[src/rtl/oriented_chamfer_pixel_cost_defines.svh]
// Assertion macros shared by the oriented chamfer cost block.
`ifndef ORIENTED_CHAMFER_PIXEL_COST_DEFINES_SVH
`define ORIENTED_CHAMFER_PIXEL_COST_DEFINES_SVH

// Condition implies consequence in the same cycle.
`define OCC_ASSERT_NOW(label, clk, rst_n, cond, cons, msg) \
  label: assert property (@(posedge clk) disable iff (!rst_n) (cond) |-> (cons)) \
    else $error(msg);

// Condition implies consequence in the next cycle.
`define OCC_ASSERT_NEXT(label, clk, rst_n, cond, cons, msg) \
  label: assert property (@(posedge clk) disable iff (!rst_n) (cond) |=> (cons)) \
    else $error(msg);

`endif

[src/rtl/occ_pkg.sv]
// Package with shared types, constants and tables of the oriented chamfer cost block.
`timescale 1ns / 1ps
package occ_pkg;

  localparam int MAX_CHANNELS = 32;
  localparam int ANGLE_BITS   = 16;
  localparam int CORDIC_STEPS = 28;
  localparam int QUEUE_DEPTH  = 2;
  localparam int CH_W         = 5;
  localparam int CNT_W        = 6;
  localparam int COST_W       = 16;
  localparam int CW_W         = 36;
  localparam int ZW_W         = 34;

  localparam logic [15:0] ONE_Q15   = 16'h8000;
  localparam logic [15:0] HALF_TURN = 16'h8000;

  typedef enum logic [1:0] {
    CFG_NEAR_TOL  = 2'd0,
    CFG_FAR_THR   = 2'd1,
    CFG_CHAN_CNT  = 2'd2
  } cfg_idx_t;

  typedef enum logic [1:0] {
    FE_IDLE,
    FE_RUN,
    FE_PUSH
  } fe_state_t;

  typedef struct packed {
    logic        far;
    logic [15:0] cham;
    logic [15:0] ang;
  } qent_t;

  function automatic logic signed [ZW_W-1:0] atan_val(input logic [4:0] i);
    logic signed [ZW_W-1:0] v;
    unique case (i)
      5'd0:  v = 34'sd536870912;
      5'd1:  v = 34'sd316933406;
      5'd2:  v = 34'sd167458907;
      5'd3:  v = 34'sd85004756;
      5'd4:  v = 34'sd42667331;
      5'd5:  v = 34'sd21354465;
      5'd6:  v = 34'sd10679838;
      5'd7:  v = 34'sd5340245;
      5'd8:  v = 34'sd2670163;
      5'd9:  v = 34'sd1335087;
      5'd10: v = 34'sd667544;
      5'd11: v = 34'sd333772;
      5'd12: v = 34'sd166886;
      5'd13: v = 34'sd83443;
      5'd14: v = 34'sd41722;
      5'd15: v = 34'sd20861;
      5'd16: v = 34'sd10430;
      5'd17: v = 34'sd5215;
      5'd18: v = 34'sd2608;
      5'd19: v = 34'sd1304;
      5'd20: v = 34'sd652;
      5'd21: v = 34'sd326;
      5'd22: v = 34'sd163;
      5'd23: v = 34'sd81;
      5'd24: v = 34'sd41;
      5'd25: v = 34'sd20;
      5'd26: v = 34'sd10;
      5'd27: v = 34'sd5;
      default: v = '0;
    endcase
    return v;
  endfunction

  // Quotient of a full turn (65536) by the channel count.
  function automatic logic [15:0] step_quo(input logic [CNT_W-1:0] n);
    logic [15:0] v;
    unique case (n)
      6'd2:  v = 16'd32768;  6'd3:  v = 16'd21845;  6'd4:  v = 16'd16384;
      6'd5:  v = 16'd13107;  6'd6:  v = 16'd10922;  6'd7:  v = 16'd9362;
      6'd8:  v = 16'd8192;   6'd9:  v = 16'd7281;   6'd10: v = 16'd6553;
      6'd11: v = 16'd5957;   6'd12: v = 16'd5461;   6'd13: v = 16'd5041;
      6'd14: v = 16'd4681;   6'd15: v = 16'd4369;   6'd16: v = 16'd4096;
      6'd17: v = 16'd3855;   6'd18: v = 16'd3640;   6'd19: v = 16'd3449;
      6'd20: v = 16'd3276;   6'd21: v = 16'd3120;   6'd22: v = 16'd2978;
      6'd23: v = 16'd2849;   6'd24: v = 16'd2730;   6'd25: v = 16'd2621;
      6'd26: v = 16'd2520;   6'd27: v = 16'd2427;   6'd28: v = 16'd2340;
      6'd29: v = 16'd2259;   6'd30: v = 16'd2184;   6'd31: v = 16'd2114;
      6'd32: v = 16'd2048;
      default: v = 16'd32768;
    endcase
    return v;
  endfunction

  // Remainder of a full turn (65536) by the channel count.
  function automatic logic [CNT_W-1:0] step_rem(input logic [CNT_W-1:0] n);
    logic [CNT_W-1:0] v;
    unique case (n)
      6'd3, 6'd5, 6'd15, 6'd17: v = 6'd1;
      6'd7, 6'd14, 6'd31:       v = 6'd2;
      6'd13:                    v = 6'd3;
      6'd6, 6'd12:              v = 6'd4;
      6'd19:                    v = 6'd5;
      6'd10:                    v = 6'd6;
      6'd9, 6'd27:              v = 6'd7;
      6'd11, 6'd23:             v = 6'd9;
      6'd25:                    v = 6'd11;
      6'd18, 6'd20, 6'd21, 6'd24, 6'd26, 6'd28, 6'd30: v = 6'd16;
      6'd22:                    v = 6'd20;
      6'd29:                    v = 6'd25;
      default:                  v = 6'd0;
    endcase
    return v;
  endfunction

endpackage

[src/rtl/occ_back.sv]
// Back part: walks the orientation channels of a pixel and drives the result register.
`timescale 1ns / 1ps
module occ_back import occ_pkg::*; (
  input  logic                  clk,
  input  logic                  rst_n,
  input  logic [CNT_W-1:0]      n,
  input  logic                  q_valid,
  output logic                  q_ready,
  input  qent_t                 q_data,
  output logic                  out_valid,
  input  logic                  out_ready,
  output logic [CH_W-1:0]       ch,
  output logic [COST_W-1:0]     cham,
  output logic [COST_W-1:0]     orient,
  output logic                  last
);

  qent_t ent_r;
  logic act_r, ov_r, last_r;
  logic [CNT_W-1:0] c_r, rem_r;
  logic [15:0] a_r;
  logic [CH_W-1:0] ch_r;
  logic [COST_W-1:0] cham_r, oc_r;

  logic load, is_last, pop;
  assign load    = act_r && (!ov_r || out_ready);
  assign is_last = c_r == (n - CNT_W'(1));
  assign pop     = q_valid && (!act_r || (load && is_last));
  assign q_ready = !act_r || (load && is_last);

  logic [15:0] diff, f, quo;
  logic [CNT_W-1:0] rstep;
  logic [CNT_W:0] rsum;
  assign diff  = a_r - ent_r.ang;
  assign f     = (diff > HALF_TURN) ? (16'd0 - diff) : diff;
  assign quo   = step_quo(n);
  assign rstep = step_rem(n);
  assign rsum  = {1'b0, rem_r} + {1'b0, rstep};

  always_ff @(posedge clk) begin
    if (!rst_n) begin
      act_r <= 1'b0;
      ov_r  <= 1'b0;
    end else begin
      if (pop)                  act_r <= 1'b1;
      else if (load && is_last) act_r <= 1'b0;
      if (load)           ov_r <= 1'b1;
      else if (out_ready) ov_r <= 1'b0;
    end
  end

  always_ff @(posedge clk) begin
    if (pop) begin
      ent_r <= q_data;
      c_r   <= '0;
      a_r   <= '0;
      rem_r <= n >> 1;
    end else if (load) begin
      c_r <= c_r + CNT_W'(1);
      if (rsum >= {1'b0, n}) begin
        rem_r <= CNT_W'(rsum - {1'b0, n});
        a_r   <= a_r + quo + 16'd1;
      end else begin
        rem_r <= rsum[CNT_W-1:0];
        a_r   <= a_r + quo;
      end
    end
    if (load) begin
      ch_r   <= c_r[CH_W-1:0];
      cham_r <= ent_r.cham;
      oc_r   <= ent_r.far ? ONE_Q15 : f;
      last_r <= is_last;
    end
  end

  assign out_valid = ov_r;
  assign ch        = ch_r;
  assign cham      = cham_r;
  assign orient    = oc_r;
  assign last      = last_r;

endmodule
[config.mk]
export PLATFORM = sky130hd
export DESIGN_NAME = occ_back
export DESIGN_NICKNAME = d
export VERILOG_FILES = /design/src/rtl/oriented_chamfer_pixel_cost_defines.svh /design/src/rtl/occ_pkg.sv /design/src/rtl/occ_back.sv
export SDC_FILE = /design/constraint.sdc
export NUM_CORES = 1
export LEC_CHECK = 0
export BUFFER_PORTS_ARGS = -buffer_cell sky130_fd_sc_hd__buf_2
export CAP_MARGIN = 20
export CORE_AREA = 2 2 117 119
export DETAILED_ROUTE_END_ITERATION = 10
export DIE_AREA = 0 0 119 121
export GPL_TIMING_DRIVEN = 1
export PLACE_DENSITY_LB_ADDON = 0.15
export REMOVE_ABC_BUFFERS = 1
export SLEW_MARGIN = 20
export SYNTH_ARGS = -nofsm -noshare
export SYNTH_HDL_FRONTEND = slang
export SYNTH_SLANG_ARGS = --single-unit
export TNS_END_PERCENT = 100
[constraint.sdc]
create_clock -name clk -period 8.3 [get_ports clk]
set_input_delay 0.415 -clock clk [delete_from_list [all_inputs] [get_ports clk]]
set_output_delay 0.415 -clock clk [all_outputs]
set_load 0.02 [all_outputs]
==> results.py <==
metrics = {
    "status": {
        "status": "finished, final reports clean",
    },
    "sta": {
        "fin_crit_sh_pct": 65.2,
        "worst_pin_slew_ns": 1.08,
        "slew_viol_final": 0,
        "setup_tns_ns": 0,
        "worst_slack_ns": 2.89,
        "fin_skew_ns": 0.00607,
        "rsz0062_at_grt": "no",
        "setup_violations": 0,
        "hold_viol_final": 0,
        "relSlewSlack_pct": 28.0,
        "max_freq_mhz": 185,
        "finalCriticalPeriod_ns": 5.41,
    },
    "cells_and_area": {
        "final_nets": 928,
        "drive_gt1_share_pct": 14.9,
        "final-instance-count-excl-fill": 1009,
        "final_common_cell": "buf_2",
        "mostFrequentLayoutCells": "buf_2 (82), edfxtp_1 (76), a21oi_1 (70), nor2_1 (66), nand2_1 (65)",
        "synthToLayoutAreaGrowth_pct": 11.8,
        "insertedDiodeCount": 0,
    },
    "grt": {
        "first_global_vias": 5764,
        "track_usage_pct": 24.6,
        "met2_usage_pct": 40.7,
        "grt_use_met1_pct": 31.8,
        "antenna_found_initial": 0,
        "grt_pass1_wl_mm": 28.2,
        "met3_usage_pct": 4.61,
        "grt_start_max_net_pins": 55,
        "busiest_layer": "met2",
        "grt_overflow": 0,
    },
    "critical_path": {
        "reg2reg_depth": 16,
        "cpLargestDelayFamily": "simple AND/OR/NAND/NOR gates",
        "critical_path_class": "in -> reg",
        "cp-start-kind": "primary input",
        "rrSetupSlack_ns": 4.31,
        "path_cells": "buf_2 -> inv_1 -> ha_1 -> nand2_1 -> nand3_1 -> o21ai_0 -> a21oi_1 -> o21a_1 -> ha_1 -> inv_1 -> fa_1 -> nor2b_1 -> o31a_1 -> a21oi_1 -> ha_1 -> nand2_1 -> o21ai_0 -> a21oi_1 -> nand2_1 -> nand4_1 -> or3b_2 -> nor3_1 -> xor2_1 -> a211oi_1",
        "cpPeakStageDelay_ns": 0.53,
        "cp.arrival_ns": 5.68,
        "crit_start": "n[1]",
        "crit_path_end_kind": "flop",
        "reg2reg_from": "rem_r[1]",
        "crit_fanout": 17,
        "r2r-end": "a_r[10]",
        "path_buf_inv": 3,
        "cp.required_ns": 8.57,
        "crit_cells": 24,
        "crit_path_top_delay_cell": "or3b_2",
        "endpoint": "a_r[10]",
    },
    "pwr": {
        "p_sw_uw": 858,
        "power.internal_uw": 1280,
        "seqPwrFrac_pct": 32.3,
        "ir_drop_mv": 0.101,
        "clock_power_share_pct": 20.6,
        "totalPowerFinal_uw": 2140,
        "p_comb_share_pct": 47.1,
        "power_density_nw_per_um2": 268,
        "power.share.switching_pct": 40.0,
        "p_leak_uw": 0.00332,
    },
    "cts": {
        "clk_latency_ns": 0.35,
        "cts.repair.resized": 0,
        "clock_sinks": 101,
        "htree_levels": 3,
        "cts_setup_buffers": 0,
        "numCtsBuffers": 9,
        "ctsHoldBuffers": 0,
        "path_clk_slew_ns": 0.07,
        "cts_tree": "done",
        "clockBufferDepth": 2,
        "cts_root_buf": "clkbuf_16",
    },
    "placed_design": {
        "gp_congestion": 0.880,
        "place_inst": 993,
        "io_buffers": 82,
        "pre_cts_slack_ns": 2.62,
        "dp_hpwl_mm": 13.2,
    },
    "hold_path": {
        "min_path_type": "in -> reg",
    },
    "synthesis": {
        "synth_top_area_share_pct": 32.0,
        "synthTopCellsByArea": "edfxtp_1 (32%), ha_1 (9.3%), dfxtp_1 (7.0%), a21oi_1 (4.9%), xnor2_1 (4.0%)",
        "synth-seq-cells": 101,
        "yosysUniqueCellTypes": 84,
        "synth_edf_count": 76,
        "async_flop_share_pct": 0,
        "ys.warnings.count": 0,
        "synth_cells": 762,
        "yosysSeqAreaShare_pct": 39.0,
        "avgSynthCellArea_um2": 9.37,
        "synthFlopType": "edfxtp_1",
        "syn_area_um2": 7140,
        "synth_top_area_cell": "edfxtp_1",
    },
    "drt": {
        "avgViaCountPerCell": 5.94,
        "dr.pass1.iters": 5,
        "wl_per_cell_um": 17.2,
        "first_iter_violations": 396,
        "routed_wl_mm": 17.3,
        "drcViolationCount": 0,
        "antenna_left": 0,
        "vias": 5997,
    },
    "die": {
        "die-height_um": 121,
        "die-area_um2": 14400,
        "ioPinCount": 83,
        "row_count": 42,
        "start_util_pct": 54.6,
        "core_um2": 13100,
        "die_x_um": 119,
    },
    "job": {
        "drv_cap": 0,
    },
}
[power by group through the flow]
stage	sequential (uW)	combinational [uW]	clock, uW
finish	692	1010	442
global route	701	1130	473
CTS	692	1000	449
detailed placement	704	996	0
global placement	701	970	0
floorplan	712	756	0
[worst min path at each step]
stage                from        end  slack, ns  cells past startpoint
5_1_grt        q_data[27]  ent_r[27]       0.22                      1
4_1_cts        q_data[24]  ent_r[24]       0.23                      1
3_3_place_gp    ent_r[21]    cham[5]       0.40                      0
6_report       q_data[20]  ent_r[20]       0.24                      1
2_1_floorplan   ent_r[16]    cham[0]       0.40                      0
3_5_place_dp    ent_r[19]    cham[3]       0.40                      0
[routing by layer]
| metal | wire length [um] | vias to the layer above |
|---|---|---|
| li1 | - | 2952 |
| met1 | 7850 | 2851 |
| met2 | 8220 | 162 |
| met3 | 796 | 32 |
| met4 | 473 | 0 |
| met5 | 0 | - |
[cell families after synthesis]
logic type / Yosys count / share of synthesized area (%)
buffers and inverters: 75 / 4.14
multiplexers: 7 / 1.03
adder cells (fa/ha/maj): 57 / 10.4
flip-flops: 101 / 39.0
XOR/XNOR: 60 / 7.46
AND/OR/NAND/NOR: 233 / 16.3
AO/OA/AOI/OAI: 229 / 21.7
[flip-flops by register name (all words and copies together) (netlist names)]
name	cells
a_r	16
act_r	1
c_r	6
ch	5
cham	16
ent_r	33
last	1
orient	16
out_valid	1
rem_r	6
[cell usage after synthesis, drive strengths merged, types with 4 or more instances]
library cell,n
nor3,14
nand2b,4
a22o,4
nor4,4
a21o,12
nand3,18
a211oi,14
or3,6
nor3b,6
dfxtp,25
o21bai,5
inv,44
xnor2,34
or2,5
a31oi,4
nand4,7
a221oi,6
o31ai,6
xor2,26
fa,4
nor2,67
edfxtp,76
o211ai,8
buf,9
a21boi,5
nor2b,9
o21a,16
mux2i,4
o2111ai,5
nand2,66
ha,53
o21ai,42
a21oi,72
a311oi,6
clkbuf,19
and3,10
[layout make-up]
| type | count | area, um2 |
|---|---|---|
| timing repair buffer | 83 | 418 |
| fill | 1126 | 5100 |
| clock inverter | 7 | 96.3 |
| clock buffer | 9 | 225 |
| tap | 176 | 220 |
| multi-input combinational | 586 | 4060 |
| sequential | 101 | 2780 |
| inverter | 47 | 176 |
[through the flow]
| stage | hold slack [ns] | util [%] | cell area [um2] |
|---|---|---|---|
| floorplan | 0.400 | - | 7020 |
| global placement | 0.401 | 58.5 | 7660 |
| detailed placement | 0.405 | 58.5 | 7660 |
| CTS | 0.226 | 61.0 | 7980 |
| global route | 0.220 | 61.0 | 7980 |
| finish | 0.239 | 61.0 | 7980 |
Note: power is estimated with default switching activity, not from simulation.
