===== src/rtl/oriented_chamfer_pixel_cost_defines.svh =====
// Assertion macros shared by the oriented chamfer cost block.
`ifndef ORIENTED_CHAMFER_PIXEL_COST_DEFINES_SVH
`define ORIENTED_CHAMFER_PIXEL_COST_DEFINES_SVH

// Condition implies consequence in the same cycle.
`define OCC_ASSERT_NOW(label, clk, rst_n, cond, cons, msg) \
  label: assert property (@(posedge clk) disable iff (!rst_n) (cond) |-> (cons)) \
    else $error(msg);

// Condition implies consequence in the next cycle.
`define OCC_ASSERT_NEXT(label, clk, rst_n, cond, cons, msg) \
  label: assert property (@(posedge clk) disable iff (!rst_n) (cond) |=> (cons)) \
    else $error(msg);

`endif


===== src/rtl/occ_pkg.sv =====
// Package with shared types, constants and tables of the oriented chamfer cost block.
`timescale 1ns / 1ps
package occ_pkg;

  localparam int MAX_CHANNELS = 32;
  localparam int ANGLE_BITS   = 16;
  localparam int CORDIC_STEPS = 28;
  localparam int QUEUE_DEPTH  = 2;
  localparam int CH_W         = 5;
  localparam int CNT_W        = 6;
  localparam int COST_W       = 16;
  localparam int CW_W         = 36;
  localparam int ZW_W         = 34;

  localparam logic [15:0] ONE_Q15   = 16'h8000;
  localparam logic [15:0] HALF_TURN = 16'h8000;

  typedef enum logic [1:0] {
    CFG_NEAR_TOL  = 2'd0,
    CFG_FAR_THR   = 2'd1,
    CFG_CHAN_CNT  = 2'd2
  } cfg_idx_t;

  typedef enum logic [1:0] {
    FE_IDLE,
    FE_RUN,
    FE_PUSH
  } fe_state_t;

  typedef struct packed {
    logic        far;
    logic [15:0] cham;
    logic [15:0] ang;
  } qent_t;

  function automatic logic signed [ZW_W-1:0] atan_val(input logic [4:0] i);
    logic signed [ZW_W-1:0] v;
    unique case (i)
      5'd0:  v = 34'sd536870912;
      5'd1:  v = 34'sd316933406;
      5'd2:  v = 34'sd167458907;
      5'd3:  v = 34'sd85004756;
      5'd4:  v = 34'sd42667331;
      5'd5:  v = 34'sd21354465;
      5'd6:  v = 34'sd10679838;
      5'd7:  v = 34'sd5340245;
      5'd8:  v = 34'sd2670163;
      5'd9:  v = 34'sd1335087;
      5'd10: v = 34'sd667544;
      5'd11: v = 34'sd333772;
      5'd12: v = 34'sd166886;
      5'd13: v = 34'sd83443;
      5'd14: v = 34'sd41722;
      5'd15: v = 34'sd20861;
      5'd16: v = 34'sd10430;
      5'd17: v = 34'sd5215;
      5'd18: v = 34'sd2608;
      5'd19: v = 34'sd1304;
      5'd20: v = 34'sd652;
      5'd21: v = 34'sd326;
      5'd22: v = 34'sd163;
      5'd23: v = 34'sd81;
      5'd24: v = 34'sd41;
      5'd25: v = 34'sd20;
      5'd26: v = 34'sd10;
      5'd27: v = 34'sd5;
      default: v = '0;
    endcase
    return v;
  endfunction

  // Quotient of a full turn (65536) by the channel count.
  function automatic logic [15:0] step_quo(input logic [CNT_W-1:0] n);
    logic [15:0] v;
    unique case (n)
      6'd2:  v = 16'd32768;  6'd3:  v = 16'd21845;  6'd4:  v = 16'd16384;
      6'd5:  v = 16'd13107;  6'd6:  v = 16'd10922;  6'd7:  v = 16'd9362;
      6'd8:  v = 16'd8192;   6'd9:  v = 16'd7281;   6'd10: v = 16'd6553;
      6'd11: v = 16'd5957;   6'd12: v = 16'd5461;   6'd13: v = 16'd5041;
      6'd14: v = 16'd4681;   6'd15: v = 16'd4369;   6'd16: v = 16'd4096;
      6'd17: v = 16'd3855;   6'd18: v = 16'd3640;   6'd19: v = 16'd3449;
      6'd20: v = 16'd3276;   6'd21: v = 16'd3120;   6'd22: v = 16'd2978;
      6'd23: v = 16'd2849;   6'd24: v = 16'd2730;   6'd25: v = 16'd2621;
      6'd26: v = 16'd2520;   6'd27: v = 16'd2427;   6'd28: v = 16'd2340;
      6'd29: v = 16'd2259;   6'd30: v = 16'd2184;   6'd31: v = 16'd2114;
      6'd32: v = 16'd2048;
      default: v = 16'd32768;
    endcase
    return v;
  endfunction

  // Remainder of a full turn (65536) by the channel count.
  function automatic logic [CNT_W-1:0] step_rem(input logic [CNT_W-1:0] n);
    logic [CNT_W-1:0] v;
    unique case (n)
      6'd3, 6'd5, 6'd15, 6'd17: v = 6'd1;
      6'd7, 6'd14, 6'd31:       v = 6'd2;
      6'd13:                    v = 6'd3;
      6'd6, 6'd12:              v = 6'd4;
      6'd19:                    v = 6'd5;
      6'd10:                    v = 6'd6;
      6'd9, 6'd27:              v = 6'd7;
      6'd11, 6'd23:             v = 6'd9;
      6'd25:                    v = 6'd11;
      6'd18, 6'd20, 6'd21, 6'd24, 6'd26, 6'd28, 6'd30: v = 6'd16;
      6'd22:                    v = 6'd20;
      6'd29:                    v = 6'd25;
      default:                  v = 6'd0;
    endcase
    return v;
  endfunction

endpackage


===== src/rtl/occ_queue.sv =====
// Short register queue between the front and back parts.
`timescale 1ns / 1ps
module occ_queue import occ_pkg::*; (
  input  logic  clk,
  input  logic  rst_n,
  input  logic  wr_valid,
  output logic  wr_ready,
  input  qent_t wr_data,
  output logic  rd_valid,
  input  logic  rd_ready,
  output qent_t rd_data
);

  localparam int PW = $clog2(QUEUE_DEPTH);
  localparam int CW = $clog2(QUEUE_DEPTH + 1);
  localparam logic [PW-1:0] PTR_LAST = PW'(QUEUE_DEPTH - 1);

  qent_t mem_r [QUEUE_DEPTH];
  logic [PW-1:0] wp_r, rp_r;
  logic [CW-1:0] cnt_r;
  logic wr_fire, rd_fire;

  assign wr_ready = cnt_r != CW'(QUEUE_DEPTH);
  assign rd_valid = cnt_r != '0;
  assign rd_data  = mem_r[rp_r];
  assign wr_fire  = wr_valid && wr_ready;
  assign rd_fire  = rd_valid && rd_ready;

  always_ff @(posedge clk) begin
    if (wr_fire) mem_r[wp_r] <= wr_data;
  end

  always_ff @(posedge clk) begin
    if (!rst_n) begin
      wp_r  <= '0;
      rp_r  <= '0;
      cnt_r <= '0;
    end else begin
      if (wr_fire) wp_r <= (wp_r == PTR_LAST) ? '0 : wp_r + PW'(1);
      if (rd_fire) rp_r <= (rp_r == PTR_LAST) ? '0 : rp_r + PW'(1);
      if (wr_fire && !rd_fire)      cnt_r <= cnt_r + CW'(1);
      else if (rd_fire && !wr_fire) cnt_r <= cnt_r - CW'(1);
    end
  end

endmodule


===== config.mk =====
export PLATFORM = sky130hd
export DESIGN_NAME = occ_queue
export DESIGN_NICKNAME = d
export VERILOG_FILES = /design/src/rtl/oriented_chamfer_pixel_cost_defines.svh /design/src/rtl/occ_pkg.sv /design/src/rtl/occ_queue.sv
export SDC_FILE = /design/constraint.sdc
export NUM_CORES = 1
export LEC_CHECK = 0
export BUFFER_PORTS_ARGS = -buffer_cell sky130_fd_sc_hd__clkbuf_2
export CORE_MARGIN = 2
export CORE_UTILIZATION = 55
export DETAILED_ROUTE_END_ITERATION = 8
export PLACE_DENSITY = 0.86
export REMOVE_ABC_BUFFERS = 1
export SYNTH_ARGS = -nofsm -noshare
export SYNTH_HDL_FRONTEND = slang
export SYNTH_SLANG_ARGS = --single-unit
export TNS_END_PERCENT = 50

===== constraint.sdc =====
create_clock -name clk -period 3 [get_ports clk]
set_clock_uncertainty 0.2 [all_clocks]
set_input_delay 0.3 -clock clk [delete_from_list [all_inputs] [get_ports clk]]
set_output_delay 0.3 -clock clk [all_outputs]
set_load 0.05 [all_outputs]

==> results of run 1 <==
==> registers in the layout, summed over array words and instances, names as in the netlist, named ones only <==
name   flops
mem_r     66
cnt_r      2
rp_r       1
wp_r       1
==> synth_stat cells, drive strengths merged <==
cell	number
and3	1
nand3b	1
a21boi	2
dfxtp	5
inv	1
edfxtp	66
xnor2	2
or2	1
o21ai	2
a21bo	1
or3	1
and2	4
mux2	33
buf	4
xor2	1
ha	1
nand2b	1
==> worst paths after layout <==
| path | from | end | slack, ns | cells after the start |
|---|---|---|---|---|
| max reg2reg | cnt_r[0] | mem_r[1][29] | 1.06 | 3 |
| min | rst_n | cnt_r[0] | 0.04 | 2 |
| min reg2reg | cnt_r[1] | cnt_r[1] | 0.35 | 2 |
| max | register | rd_data[4] | 0.67 | 3 |
==> area by class of cell <==
class | instances | area [um2] | area share, %
flip-flops and latches | 71 | 2082 | 58.86
well taps | 54 | 67.56 | 1.910
inverters | 1 | 3.754 | 0.1061
repair buffers | 108 | 715.7 | 20.23
multi-input cells | 51 | 510.5 | 14.43
clock buffers | 12 | 135.1 | 3.820
clock inverters | 4 | 22.52 | 0.6367
==> per-layer routing <==
metal | part of all wire (%) | up-vias | track usage (%) | routed length [um]
met5 | 0 | - | 0 | 0
met4 | 1.3 | 0 | 11.11 | 61
met3 | 5.5 | 8 | 4.144 | 255
met2 | 51 | 53 | 31.82 | 2355
met1 | 42 | 737 | 21.49 | 1950
li1 | - | 723 | - | -
==> power groups by stage <==
stage / Combinational [mW] / Sequential, mW / Clock, mW
final: 1.18 / 1.29 / 0.617
after global routing: 1.24 / 1.31 / 0.674
after CTS: 1.18 / 1.29 / 0.641
after detailed placement: 1.15 / 1.32 / 0
after global placement: 1.13 / 1.31 / 0
after floorplan: 0.872 / 1.34 / 0
==> worst register-to-register path, delay by kind of cell, from the launching register on <==
family	cells	cell delay [ns]
flops	1	0.42
simple gates	2	0.67
buf+inv	1	0.34
==> stage by stage <==
stage | std cells | setup WS [ns] | utilization (%)
final | 301 | 0.6653 | 75.89
after global routing | 301 | 0.5789 | 75.89
after CTS | 301 | 0.6214 | 75.89
after detailed placement | 252 | 0.9924 | 65.42
after global placement | 252 | 1.028 | 65.42
after floorplan | 123 | 0.8703 | -
==> logic make-up (layout without fill, tap and decap cells) <==
group | after synthesis | after routing
fa+ha+maj | 1 | 1
simple gates | 9 | 9
mux | 33 | 33
flops | 71 | 71
buf+inv | 5 | 125
xor+xnor | 3 | 3
compound gates | 5 | 5
==> results.yml, run 1 <==
place:
  hpwl_um: 2767
  place.gp.congestion: 0.6694
  placed_area_um2: 3049
  portBuffers: 71
drt:
  first_pass_iters: 4
  ant_nets: 0
  wirelength_um: 4622
  wl_per_cell_um: 15.36
  drt-initial-drc-count: 68
  num_vias: 1521
  drt-vias-per-instance: 5.053
  drc: 0
global_route:
  grt_pass1_vias: 1572
  overflow: 0
  grt_pass1_wl_um: 7079
  antenna_found_initial: 0
  grt_max_degree: 34
  track_usage_pct: 18.65
synthesis:
  synth_top_family_by_area: "multiplexers"
  synth-xor-area-share_pct: 1.004
  synth_compound_area_share_pct: 1.339
  synth_mux_area_share_pct: 14.20
  syn_area_per_cell_um2: 20.60
  synthSimpleGateAreaFrac_pct: 2.487
  ys_ff_latch: 71
  synth_cell_types: 19
  synth-adder-area-share_pct: 0.4782
  syn_area_um2: 2616
  synth_cells: 127
  yosys.area.top_type: "edfxtp_1"
  synth_top_area_share_pct: 75.75
  synth_area_leaders: "edfxtp_1, mux2_2, dfxtp_1"
  ys_seq_area_share_pct: 79.58
  ys_warn_count: 0
setup_path:
  crit_arrival_ns: 1.83
  crit_chain: "buf_4 -> mux2_2 -> clkbuf_2"
  cp_max_fo: 28
  path_class: "register to output pin"
  critPathTopFamily: "buffers and inverters"
  crit_slowest_cell: "dfxtp_1"
  cp.required_ns: 2.50
  cp_slowest_stage_delay_ns: 0.46
  cp_num_buf_inv: 2
  critPathCaptureType: "output pin"
  startpoint_type: "register"
clock_tree:
  insertion_delay_ns: 0.33
  tritoncts: "built"
  ctsHoldBuffers: 33
  path_clk_slew_ns: 0.07
  clock_path_buffers: 2
  htree_levels: 3
  cts_buffers: 9
  clock_sinks: 71
  cts_setup_buffers: 0
  cts_root_buffer: "clkbuf_8"
  cts_resized: 0
cells_and_area:
  final_common_cell: "clkbuf_2"
  n_antenna_cell: 0
  drive_gt1_share_pct: 50.20
  layout_common_cells: "clkbuf_2, edfxtp_1, mux2_2, dlygate4sd3_1, clkbuf_8"
  final_area_um2: 3537
  syn2layout_area_growth_pct: 35.20
  nets: 280
  fillers: 278
sta:
  holdWs_ns: 0.04409
  fin_setup_tns_ns: 0
  report.final.slew_viol_count: 0
  setup_violations: 0
  fin_crit_ns: 2.335
  fmax_mhz: 428.3
  rsz0062_at_grt: "false"
  tightest_slew_ns: 0.4979
  slew-limit-headroom_pct: 66.80
  hold_viol: 0
  fin_crit_sh_pct: 77.82
die:
  die_h_um: 72.97
  io_pins: 72
  die_x_um: 72.97
  die_area_um2: 5325
  start_util_pct: 56.13
  rows: 25
  fp.coreArea_um2: 4661
power_and_ir_drop:
  p_int_mw: 1.897
  p_sw_share_pct: 38.57
  pwr-share-seq_pct: 41.9
  p_clk_share_pct: 20.0
  p_sw_mw: 1.191
  power.leakage_nw: 1.375
  combPwrFrac_pct: 38.1
  irDropWorstVdd_v: 0.0005604
  cellPowerDensity_nw_per_um2: 872.9
  p_total_mw: 3.088
worst_hold_path:
  hold_class: "primary input to register"
outcome:
  status: "finished, final reports clean"
flow_run:
  drv_cap: 0
(Power assumes the default switching activity.)
==> run 2, diff against run 1 <==
- CORE_UTILIZATION: 55 -> 46
- PLACE_DENSITY: 0.86 -> 0.77
- clock period: 3 -> 1.95 ns (I/O delays scaled with it)
==> results.yml, run 2 (synthesis gave the netlist of run 1 again) <==
outcome:
  status: "finished, final reports clean"
power_and_ir_drop:
  pwr-share-seq_pct: 40.0
  irDropWorstVdd_v: 0.0008469
  power.leakage_nw: 1.413
  p_sw_share_pct: 37.75
  p_sw_mw: 1.876
  p_int_mw: 3.095
  cellPowerDensity_nw_per_um2: 1362
  p_clk_share_pct: 22.1
  combPwrFrac_pct: 37.9
setup_path:
  crit_arrival_ns: 1.50
  critPathCaptureType: "output pin"
  cp_slowest_stage_delay_ns: 0.39
  crit_chain: "clkbuf_4 -> mux2_2 -> buf_2"
  startpoint_type: "register"
  crit_slowest_cell: "dfxtp_2"
  cp_num_buf_inv: 2
  cp_max_fo: 7
  critPathTopFamily: "buffers and inverters"
  path_class: "register to output pin"
  r2r_setup_slack_ns: 0.16
  cp.required_ns: 1.55
cells_and_area:
  final_area_um2: 3650
  reg_top3: "mem_r x66, cnt_r x2"
  n_antenna_cell: 0
  fin_cells: 324
  fillers: 388
  final_common_cell: "edfxtp_1"
  nets: 285
  layout_common_cells: "edfxtp_1, clkbuf_2, dlygate4sd3_1"
  drive_gt1_share_pct: 51.59
  largest-register: "mem_r"
  syn2layout_area_growth_pct: 39.50
  largest_reg_flops: 66
die:
  die_h_um: 79.42
  die_area_um2: 6307
  start_util_pct: 47.51
  fp.coreArea_um2: 5507
  rows: 27
  die_x_um: 79.42
  io_pins: 72
drt:
  wirelength_um: 4767
  drc: 0
  ant_nets: 0
  num_vias: 1547
  first_pass_iters: 4
  wl_per_cell_um: 14.71
  drt-vias-per-instance: 4.775
  drt-initial-drc-count: 79
clock_tree:
  path_clk_slew_ns: 0.07
  tritoncts: "built"
  clock_sinks: 71
  cts_buffers: 9
  htree_levels: 3
  cts_root_buffer: "clkbuf_8"
  insertion_delay_ns: 0.32
  clock_path_buffers: 2
place:
  placed_cells: 272
  placed_area_um2: 3087
  hpwl_um: 3011
  portBuffers: 71
  place.gp.congestion: 0.7227
sta:
  fmax_mhz: 528.2
  slew-limit-headroom_pct: 81.03
  report.final.slew_viol_count: 0
  setup_violations: 0
  fin_crit_sh_pct: 97.09
  tightest_slew_ns: 0.2857
  hold_viol: 0
  fin_crit_ns: 1.893
global_route:
  met1_usage_pct: 18.21
  gr-usage-met3_pct: 4.412
  grt_pass1_vias: 1654
  top_usage_layer: "met2"
  antenna_found_initial: 0
  grt_pass1_wl_um: 7355
  met2_usage_pct: 27.71
  grt_max_degree: 20
  overflow: 0
  track_usage_pct: 15.92
flow_run:
  drv_cap: 0
worst_hold_path:
  hold_class: "primary input to register"
[run 2: cell types whose count changed in the layout (fill, tap and decap cells not counted), moves of 2 or more]
cell           change
dlygate4sd3_1      +2
clkbuf_2          -13
clkbuf_1           -3
buf_2             +13
[run 2: repair_timing]
action | CTS | global route
gates cloned | 0 | 1
hold endpoints to repair | 71 | 0
hold buffers | 35 | 0
setup endpoints to repair | 19 | 33
gates resized for setup | 1 | 18
pin swaps | 0 | 0
buffers inserted | 0 | 0
[run 2: final cells by class]
| class | instances | area (um2) | share of cell area [%] |
|---|---|---|---|
| repair buffers | 113 | 774.5 | 21.22 |
| inverters | 1 | 3.754 | 0.1028 |
| flip-flops and latches | 71 | 2083 | 57.08 |
| clock buffers | 9 | 123.9 | 3.394 |
| clock inverters | 7 | 63.81 | 1.748 |
| well taps | 72 | 90.09 | 2.468 |
| multi-input cells | 51 | 510.5 | 13.99 |
[run 2: worst register-to-register path: stages (launching register included)]
cell and delay [ns]:
dfxtp_1 0.36, nand2b_4 0.17, and2_1 0.17, ha_1 0.33
or3_1 0.36, a21boi_1 0.14
[run 2: power groups by stage]
| stage | clock (mW) | combinational, mW | sequential, mW |
|---|---|---|---|
| 2_1_floorplan | 0 | 1.34 | 2.05 |
| 3_3_place_gp | 0 | 1.79 | 1.99 |
| 3_5_place_dp | 0 | 1.81 | 2.01 |
| 4_1_cts | 1.13 | 1.87 | 1.98 |
| 5_1_grt | 1.20 | 1.98 | 2.01 |
| 6_report | 1.10 | 1.89 | 1.99 |
[run 2: final timing paths]
| kind | cells past startpoint | endpoint | start |
|---|---|---|---|
| worst min-delay path | 4 | register | rd_ready |
| worst min register to register | 2 | cnt_r[1] | cnt_r[1] |
| worst max-delay path | 3 | rd_data[27] | register |
| worst max register to register | 5 | cnt_r[1] | cnt_r[0] |
[run 2: per-layer routing]
layer	up-vias	share of wire, %
li1	732	-
met1	742	41
met2	62	52
met3	11	5.8
met4	0	1.6
met5	-	0
[run 2: stage by stage]
step	setup TNS, ns	worst slack (ns)	util (%)	hold slack [ns]	total power [mW]
6_report	0	0.05673	66.28	0.1642	4.971
5_1_grt	-0.07580	-0.01266	66.28	0.2091	5.187
4_1_cts	-0.0007964	-0.0007964	65.89	0.1494	4.982
3_5_place_dp	0	0.1885	56.06	0.1888	3.819
3_3_place_gp	0	0.2437	56.06	0.1843	3.785
2_1_floorplan	-7.698	-0.1797	-	0.09387	3.396
==> run 3, diff against run 2 <==
==> constraint.sdc (replaced) <==
create_clock -name clk -period 1.95 [get_ports clk]
set_clock_uncertainty 0.2 [all_clocks]
set_input_delay 0.2925 -clock clk [delete_from_list [all_inputs] [get_ports clk]]
set_output_delay 0.2925 -clock clk [all_outputs]
set_load 0.05 [all_outputs]
==> results.yml, run 3 (synthesis gave the netlist of run 1 again) <==
outcome:
  status: "finished, final reports clean"
sta:
  hold_viol: 0
  fmax_mhz: 519.6
  holdWs_ns: 0.03513
  slew-limit-headroom_pct: 81.29
  setup_ws_ns: 0.02554
  tightest_slew_ns: 0.2819
  fin_crit_sh_pct: 98.69
  rsz0062_at_grt: "true"
  fin_crit_ns: 1.924
  report.final.slew_viol_count: 0
  setup_violations: 0
  fin_setup_tns_ns: 0
place:
  hpwl_um: 2974
  preCtsSetupSlack_ns: 0.1812
  placed_cells: 271
  place.gp.congestion: 0.6927
  portBuffers: 71
  placed_area_um2: 3104
clock_tree:
  cts_root_buffer: "clkbuf_8"
  insertion_delay_ns: 0.33
  cts_buffers: 9
  tritoncts: "built"
  cts_setup_buffers: 0
  clock_sinks: 71
  clock_path_buffers: 2
  path_clk_slew_ns: 0.07
  htree_levels: 3
drt:
  wirelength_um: 5202
  drt-initial-drc-count: 112
  drc: 0
  wl_per_cell_um: 16.16
  num_vias: 1545
  drt-vias-per-instance: 4.798
  first_pass_iters: 4
  ant_nets: 0
cells_and_area:
  fin_cells: 322
  nets: 283
  syn2layout_area_growth_pct: 47.11
  n_antenna_cell: 0
  reg_top3: "mem_r x66, cnt_r x2"
  final_common_cell: "edfxtp_1"
  drive_gt1_share_pct: 51.20
  fillers: 356
  final_area_um2: 3849
  layout_common_cells: "edfxtp_1, clkbuf_2, mux2_2, dlygate4sd3_1, buf_4"
  largest-register: "mem_r"
  largest_reg_flops: 66
  fin_util_pct: 69.89
power_and_ir_drop:
  irDropWorstVdd_v: 0.0009909
  p_total_mw: 5.336
  power.leakage_nw: 1.475
  cellPowerDensity_nw_per_um2: 1386
setup_path:
  cp.required_ns: 1.46
  r2r_setup_slack_ns: 0.14
  crit_chain: "buf_6 -> mux2_2 -> buf_4"
  crit_slowest_cell: "dfxtp_4"
  cp_max_fo: 7
  cp_num_buf_inv: 2
  cp_slowest_stage_delay_ns: 0.40
  startpoint_type: "register"
  path_class: "register to output pin"
  critPathTopFamily: "flip-flops"
  critPathCaptureType: "output pin"
  crit_arrival_ns: 1.43
global_route:
  grt_pass1_vias: 1728
  grt_pass1_wl_um: 7983
  track_usage_pct: 17.43
  overflow: 0
  antenna_found_initial: 0
  grt_max_degree: 34
worst_hold_path:
  hold_class: "primary input to register"
flow_run:
  drv_cap: 0
die:
  die_x_um: 79.42
  rows: 27
  die_h_um: 79.42
  start_util_pct: 47.51
  die_area_um2: 6307
  io_pins: 72
  fp.coreArea_um2: 5507
## run 3: final cells by class
type	instances	area (um2)	area share, %
Inverter	1	3.754	0.09753
Sequential cell	71	2086	54.19
Clock inverter	3	42.54	1.105
Timing Repair Buffer	111	967.2	25.13
Clock buffer	13	148.9	3.869
Tap cell	72	90.09	2.341
Multi-Input combinational cell	51	510.5	13.26
## run 3: power by group
group	switching [mW]	total, mW	internal, mW
combinational	1.32	2.21	0.885
sequential	0.0888	2.00	1.91
clock	0.504	1.13	0.626
total	1.91	5.34	3.42
## run 3: path summary, 6_finish.rpt
check | from | to | cells after the start
min reg2reg | cnt_r[1] | cnt_r[1] | 2
max reg2reg | cnt_r[0] | cnt_r[1] | 5
min | rst_n | register | 2
max | register | rd_data[27] | 3
## run 3: worst reg2reg max path: stages, from the launching register on
cell and delay [ns]:
dfxtp_1 0.36, nand2b_4 0.17, and2_1 0.17, ha_1 0.33, or3_1 0.35, a21boi_1 0.15
## run 3: repair_timing
action | in CTS | in global routing
gates resized for setup | 50 | 28
hold buffers | 33 | 0
hold endpoints to repair | 66 | 0
setup endpoints to repair | 33 | 14
gates cloned | 1 | 1
## run 3: metal layers
layer	track usage (%)	up-vias	wire, um
met1	20.56	746	2146
met4	7.759	0	85
met2	30.59	64	2721
met5	0	-	0
li1	-	726	-
met3	3.846	9	249
